$ cat src/rtl/swc_pkg.sv
// ----------------------------------------------------------------------------
// swc_pkg
// Shared constants, widths and the arctangent table for the spherical warp
// coordinate map.
// ----------------------------------------------------------------------------
package swc_pkg;

	localparam int MAX_DIM_DEF = 4096;
	localparam int MARGIN_DEF  = 100;

	localparam int ITERS  = 16;
	localparam int VEC_W  = 28;   // vectoring datapath width
	localparam int ROT_W  = 20;   // rotation datapath width
	localparam int ANG_W  = 20;   // Q3.16 angle width
	localparam int DIM_W  = 13;
	localparam int FOC_W  = 14;
	localparam int CRD_W  = 12;
	localparam int RGB_W  = 24;
	localparam int DEL_W  = 14;   // centred coordinate width

	localparam logic [15:0] INV_K = 16'd39797;
	localparam int FIELD13_MAX = 8191;

	typedef enum logic [1:0] {
		REG_WIDTH  = 2'd0,
		REG_HEIGHT = 2'd1,
		REG_FOCAL  = 2'd2,
		REG_NONE   = 2'd3
	} cfg_reg_t;

	function automatic logic signed [ANG_W-1:0] atan_q16(input int i);
		logic signed [ANG_W-1:0] v;
		case (i)
			0:       v = 20'sd51472;
			1:       v = 20'sd30385;
			2:       v = 20'sd16055;
			3:       v = 20'sd8150;
			4:       v = 20'sd4091;
			5:       v = 20'sd2047;
			6:       v = 20'sd1024;
			7:       v = 20'sd512;
			8:       v = 20'sd256;
			9:       v = 20'sd128;
			10:      v = 20'sd64;
			11:      v = 20'sd32;
			12:      v = 20'sd16;
			13:      v = 20'sd8;
			14:      v = 20'sd4;
			15:      v = 20'sd2;
			default: v = '0;
		endcase
		return v;
	endfunction

endpackage

$ cat src/rtl/swc_vec_cell.sv
// ----------------------------------------------------------------------------
// swc_vec_cell
// One vectoring micro-rotation stage, drives y toward zero.
// ----------------------------------------------------------------------------
module swc_vec_cell import swc_pkg::*; #(
	parameter int IDX = 0,
	parameter int SW  = 1
) (
	input  logic                    clk,
	input  logic                    arst_n,
	input  logic                    en,
	input  logic                    valid_in,
	input  logic signed [VEC_W-1:0] x_in,
	input  logic signed [VEC_W-1:0] y_in,
	input  logic signed [ANG_W-1:0] z_in,
	input  logic [SW-1:0]           side_in,
	output logic                    valid_q,
	output logic signed [VEC_W-1:0] x_q,
	output logic signed [VEC_W-1:0] y_q,
	output logic signed [ANG_W-1:0] z_q,
	output logic [SW-1:0]           side_q
);

	localparam logic signed [ANG_W-1:0] ANG = atan_q16(IDX);

	logic signed [VEC_W-1:0] xs, ys;

	assign xs = x_in >>> IDX;
	assign ys = y_in >>> IDX;

	always_ff @(posedge clk or negedge arst_n) begin
		if (!arst_n) begin
			valid_q <= 1'b0;
		end else if (en) begin
			valid_q <= valid_in;
		end
	end

	always_ff @(posedge clk) begin
		if (en) begin
			side_q <= side_in;
			if (!y_in[VEC_W-1]) begin
				x_q <= x_in + ys;
				y_q <= y_in - xs;
				z_q <= z_in + ANG;
			end else begin
				x_q <= x_in - ys;
				y_q <= y_in + xs;
				z_q <= z_in - ANG;
			end
		end
	end

endmodule

$ cat config.mk
export PLATFORM = sky130hd
export DESIGN_NAME = swc_vec_cell
export DESIGN_NICKNAME = d
export VERILOG_FILES = /design/src/rtl/swc_pkg.sv /design/src/rtl/swc_vec_cell.sv
export SDC_FILE = /design/constraint.sdc
export NUM_CORES = 1
export LEC_CHECK = 0
export BUFFER_PORTS_ARGS = -buffer_cell sky130_fd_sc_hd__buf_2
export CAP_MARGIN = 20
export CORE_MARGIN = 1.5
export CORE_UTILIZATION = 52
export CTS_BUF_LIST = sky130_fd_sc_hd__clkbuf_2
export DETAILED_ROUTE_END_ITERATION = 7
export PLACE_DENSITY = 0.9
export SYNTH_ARGS = -nofsm -noshare
export SYNTH_HDL_FRONTEND = slang
export SYNTH_SLANG_ARGS = --single-unit
$ cat constraint.sdc
create_clock -name clk -period 0.9 [get_ports clk]
set_clock_uncertainty 0.2 [all_clocks]
set_input_delay 0.045 -clock clk [delete_from_list [all_inputs] [get_ports clk]]
set_output_delay 0.045 -clock clk [all_outputs]
set_load 0.005 [all_outputs]
==> results of run 1 <==
repair_timing:
item | CTS
endpoints found under the setup margin | 148
hold buffers | 12
pin swaps | 82
setup buffers | 35
hold endpoints to repair | 121
gates resized for setup | 177
gates cloned | 0
per-layer routing:
metal  track usage [%]  overflow
met4              79.5        54
met2              95.9        72
met1              74.0         1
met5              19.3         0
met3              57.6         2
synthesized netlist by cell type, types with 6 or more instances:
library cell / count
nand4_1: 9
nor3_1: 20
o21ai_1: 6
nor2_1: 72
o211ai_1: 8
o21a_1: 7
mux2i_1: 16
xnor2_1: 53
ha_1: 102
xor2_1: 8
clkbuf_1: 23
edfxtp_1: 76
nor2b_1: 14
a31oi_1: 10
nand2_1: 41
o21bai_1: 19
buf_1: 10
inv_1: 87
nand3_1: 20
a21oi_1: 91
o21ai_0: 47
a211oi_1: 9
a21o_1: 14
metrics by stage:
| step | TNS [ps] | utilization, % | setup WS (ps) |
|---|---|---|---|
| after global placement | -101320 | 77.6 | -2060 |
| after CTS | -94550 | 86.2 | -1360 |
| after detailed placement | -107360 | 77.6 | -2120 |
| after floorplan | -71840 | - | -1810 |
kinds of logic after synthesis:
logic type	synth area share, %
DFF	30.1
xor gates and xnor gates	6.97
and+or+nand+nor	13.6
buffers and inverters	6.40
muxes	2.53
adders and majority gates	17.7
AOI/OAI and AO/OA	22.7
==> reports/qor.yml, run 1 <==
status:
  outcome: "aborted with a tool error"
  haltStage: "global routing"
  firstError: "[ERROR GRT-0232] Routing congestion too high. Check the congestion heatmap in the GUI."
yosys:
  synthTopCellsByArea: "edfxtp_1, ha_1, xnor2_1"
  synth_async_sr_flop_share_pct: 1.30
  synth.avg_cell_area_um2: 8.80
  synth_nets: 1058
  netlist_instances: 871
  synth-seq-area-share_pct: 30.1
  synth_cell_types: 72
  ys_ff_latch: 77
  synth-edff-count: 76
  synth_top_area_cell: "edfxtp_1"
  netlist_area_mm2: 0.00766
  synth_warnings: 0
  synth_ff_type: "edfxtp_1"
  synth_top_area_share_pct: 29.8
cts:
  cts.sink_count: 77
  cts_root_buf: "clkbuf_2"
  numCtsBuffers: 9
  cts_buffer_depth: 2
  cts_htree_levels: 3
floorplanning:
  start_util_pct: 52.9
  rows: 44
  ios: 159
  die_w_um: 124
  die_y_um: 124
placed_design:
  gp_congestion: 1.07
  place_area_mm2: 0.0112
  port_buffers: 158
  dp.cells: 1460
  dp.final_hpwl_mm: 22.2
sta:
  crit_endpoint: "y_q[24]$_DFFE_PP_/D"
  endpoint_type: "register input"
grt:
  grt-ovfl-total: 129
  gr-usage-all-layers_pct: 76.0
  grt_start_max_net_pins: 43
==> run 2, diff against run 1 <==
CORE_UTILIZATION = 40   (was 52)
CTS_BUF_LIST = unset   (was sky130_fd_sc_hd__clkbuf_2)
PLACE_DENSITY = unset   (was 0.9)
PLACE_DENSITY_LB_ADDON = 0.15   (was unset)
clock period = 1.2 ns   (was 0.9 ns; I/O delays follow)
==> run 2 against run 1 <==
The flow now finishes, with violations (negative hold slack, negative setup slack). Synthesized cell count is the same. Synthesized area is the same.
==> reports/qor.yml, run 2 <==
power:
  power_frac_seq_pct: 29.6
  combPwrFrac_pct: 47.4
  swShare_pct: 34.2
  p_int_w: 0.00813
  ir_worst_vdd_mv: 0.656
  pwr-share-clk_pct: 23.0
  p_per_area_mw_per_mm2: 956
  p_leak_nw: 5.90
  p_sw_w: 0.00423
floorplanning:
  ios: 159
  rows: 50
  fp.coreArea_mm2: 0.0188
  dieArea_mm2: 0.0200
  die_y_um: 141
  start_util_pct: 40.8
  die_w_um: 141
placed_design:
  port_buffers: 158
  dp.final_hpwl_mm: 20.6
  place_area_mm2: 0.0115
  dp.cells: 1533
  gp_congestion: 0.949
status:
  violations: "negative hold slack, negative setup slack"
  outcome: "complete, but fails checks"
cts:
  clkLatencyLatePin_ps: 350
  cts_root_buf: "clkbuf_16"
  numCtsBuffers: 9
  cts.sink_count: 77
  hold_buffers: 12
  cts_htree_levels: 3
  cts_buffer_depth: 2
  path_clk_slew_ps: 70
  cts_tree: "done"
sta:
  maxSlewViolCount: 0
  min_period_over_period_pct: 209
  final.setup.worst_slack_ps: -1300
  grt_setup_unrepaired: "yes"
  period_minus_slack_ps: 2500
  final_hold_viol_count: 14
  setup_viol_count_final: 63
  holdWs_ps: -14.6
  slew_headroom_pct: 56.0
  worstMarginPinSlew_ps: 660
  fmax_mhz: 400
min_path:
  worstHoldPathType: "in -> reg"
yosys:
  synth_warnings: 0
  synth_top_area_cell: "edfxtp_1"
  ys_ff_latch: 77
  synth.most_common_cell: "ha_1"
  synth-seq-area-share_pct: 30.1
  synth.avg_cell_area_um2: 8.80
  synth_common_cells: "ha_1, a21oi_1, inv_1"
  synth_async_sr_flop_share_pct: 1.30
  synth-edff-count: 76
  synthTopCellsByArea: "edfxtp_1, ha_1, xnor2_1"
  synth_ff_type: "edfxtp_1"
  synth_nets: 1058
  netlist_area_mm2: 0.00766
  synth_top_area_share_pct: 29.8
  synth_cell_types: 72
  netlist_instances: 871
grt:
  antenna_found_initial: 0
  grt_pass1_wl_mm: 41.5
  grt_start_max_net_pins: 57
  grt-ovfl-total: 0
  gr-usage-all-layers_pct: 26.4
  first_global_vias: 8058
detailed_routing:
  drc: 0
  wl_met3_mm: 1.48
  drt_first_iter_violations: 517
  met2_length_mm: 12.2
  detail_route.wl_per_cell_um: 16.8
  dr.max_layer_used: "met4"
  drt-vias-per-instance: 5.23
  firstDrtPassIters: 5
  dr_total_vias: 8315
  drt.antenna.violating_nets: 0
  wl_met1_mm: 12.3
  wirelength_mm: 26.7
cells_and_area:
  stdcell_area_mm2: 0.0129
  antennaDiodeCount: 0
  instances_no_fill: 1590
  multiInputGateArea_mm2: 0.00588
  seqCellArea_mm2: 0.00231
  fillers: 1479
  regMostFlops: "y_q"
  largest_register_ffs: 28
  drive_gt1_share_pct: 51.4
  final_common_cell: "buf_4"
  nets: 1538
  final_cell_mix: "buf_4, buf_2, ha_1, edfxtp_1, inv_1"
  area_delta_synth_final_pct: 68.8
  reg_top3: "y_q x28, x_q x27, z_q x20"
worst_setup_path:
  critPathCaptureType: "register"
  critPathArrivalTime_ps: 2410
  startpoint_type: "primary input"
  cp.required_ps: 1100
  worst-setup-path-type: "in -> reg"
  worstPathMaxFanout: 4
run:
  cap_violations: 0
[run 2: cell counts after synthesis]
Identical to the previous run, type by type.
[run 2: area by class of cell]
| class | instances | share of cell area, % |
|---|---|---|
| repair buffers | 505 | 28.8 |
| clock inverters | 4 | 0.397 |
| multi-input cells | 665 | 45.5 |
| well taps | 234 | 2.26 |
| inverters | 93 | 3.38 |
| clock buffers | 12 | 1.83 |
| flip-flops and latches | 77 | 17.8 |
[run 2: through the flow]
stage | hold slack, ps | setup WS [ps] | total power (W) | setup TNS [ps] | utilization [%]
5_1_grt | -5.83 | -1370 | 0.0129 | -55310 | 68.9
4_1_cts | -14.8 | -1290 | 0.0121 | -49320 | 67.1
6_report | -14.6 | -1300 | 0.0124 | -50670 | 68.9
3_3_place_gp | -365 | -1780 | 0.00873 | -81430 | 61.0
2_1_floorplan | -436 | -1520 | 0.00626 | -52320 | -
3_5_place_dp | -364 | -1850 | 0.00879 | -82510 | 61.0
[run 2: metal layers]
layer / vias up / track usage, %
met5: - / 0
met4: 0 / 6.84
met3: 47 / 3.61
met2: 260 / 43.2
met1: 3927 / 36.7
li1: 4081 / -
[run 2: critical path: stages]
cell	delay (ps)
buf_12	110
inv_12	40
ha_4	190
or3_4	380
or4_4	430
a21oi_4	160
o31ai_4	110
or4_4	490
a21oi_4	180
o21ai_1	90
nor4bb_4	160
[run 2: cells by family after synthesis]
group	count (synthesis)	share of synthesized area (%)
xor+xnor	61	6.97
compound gates	268	22.7
simple gates	211	13.6
mux	19	2.53
flops	77	30.1
fa+ha+maj	106	17.7
buf+inv	129	6.40
[run 2: path summary, 6_finish.rpt]
check / to / slack (ps) / depth (start not counted) / from
setup / recovery: x_q[27] / -1300 / 11 / x_in[7]
hold / removal: x_q[23] / -10 / 2 / en
setup reg to reg: valid_q / 250 / 1 / valid_q
hold reg to reg: valid_q / 320 / 1 / valid_q
max in group asynchronous: valid_q / 300 / 3 / arst_n
min in group asynchronous: valid_q / 380 / 3 / arst_n
[run 2: timing repair]
action                     4_1_cts  5_1_grt
setup endpoints to repair       67       66
hold endpoints to repair        12        6
gates resized for setup        129       69
buffers inserted                21       17
pin swaps                       79       53
[run 2: power by group through the flow]
stage / logic (W) / clock network, W / registers (W)
after floorplan: 0.00249 / 0 / 0.00377
after global placement: 0.00502 / 0 / 0.00371
after detailed placement: 0.00507 / 0 / 0.00372
after CTS: 0.00554 / 0.00287 / 0.00367
after global routing: 0.00631 / 0.00294 / 0.00370
final: 0.00586 / 0.00284 / 0.00366
(Power assumes the default switching activity.)
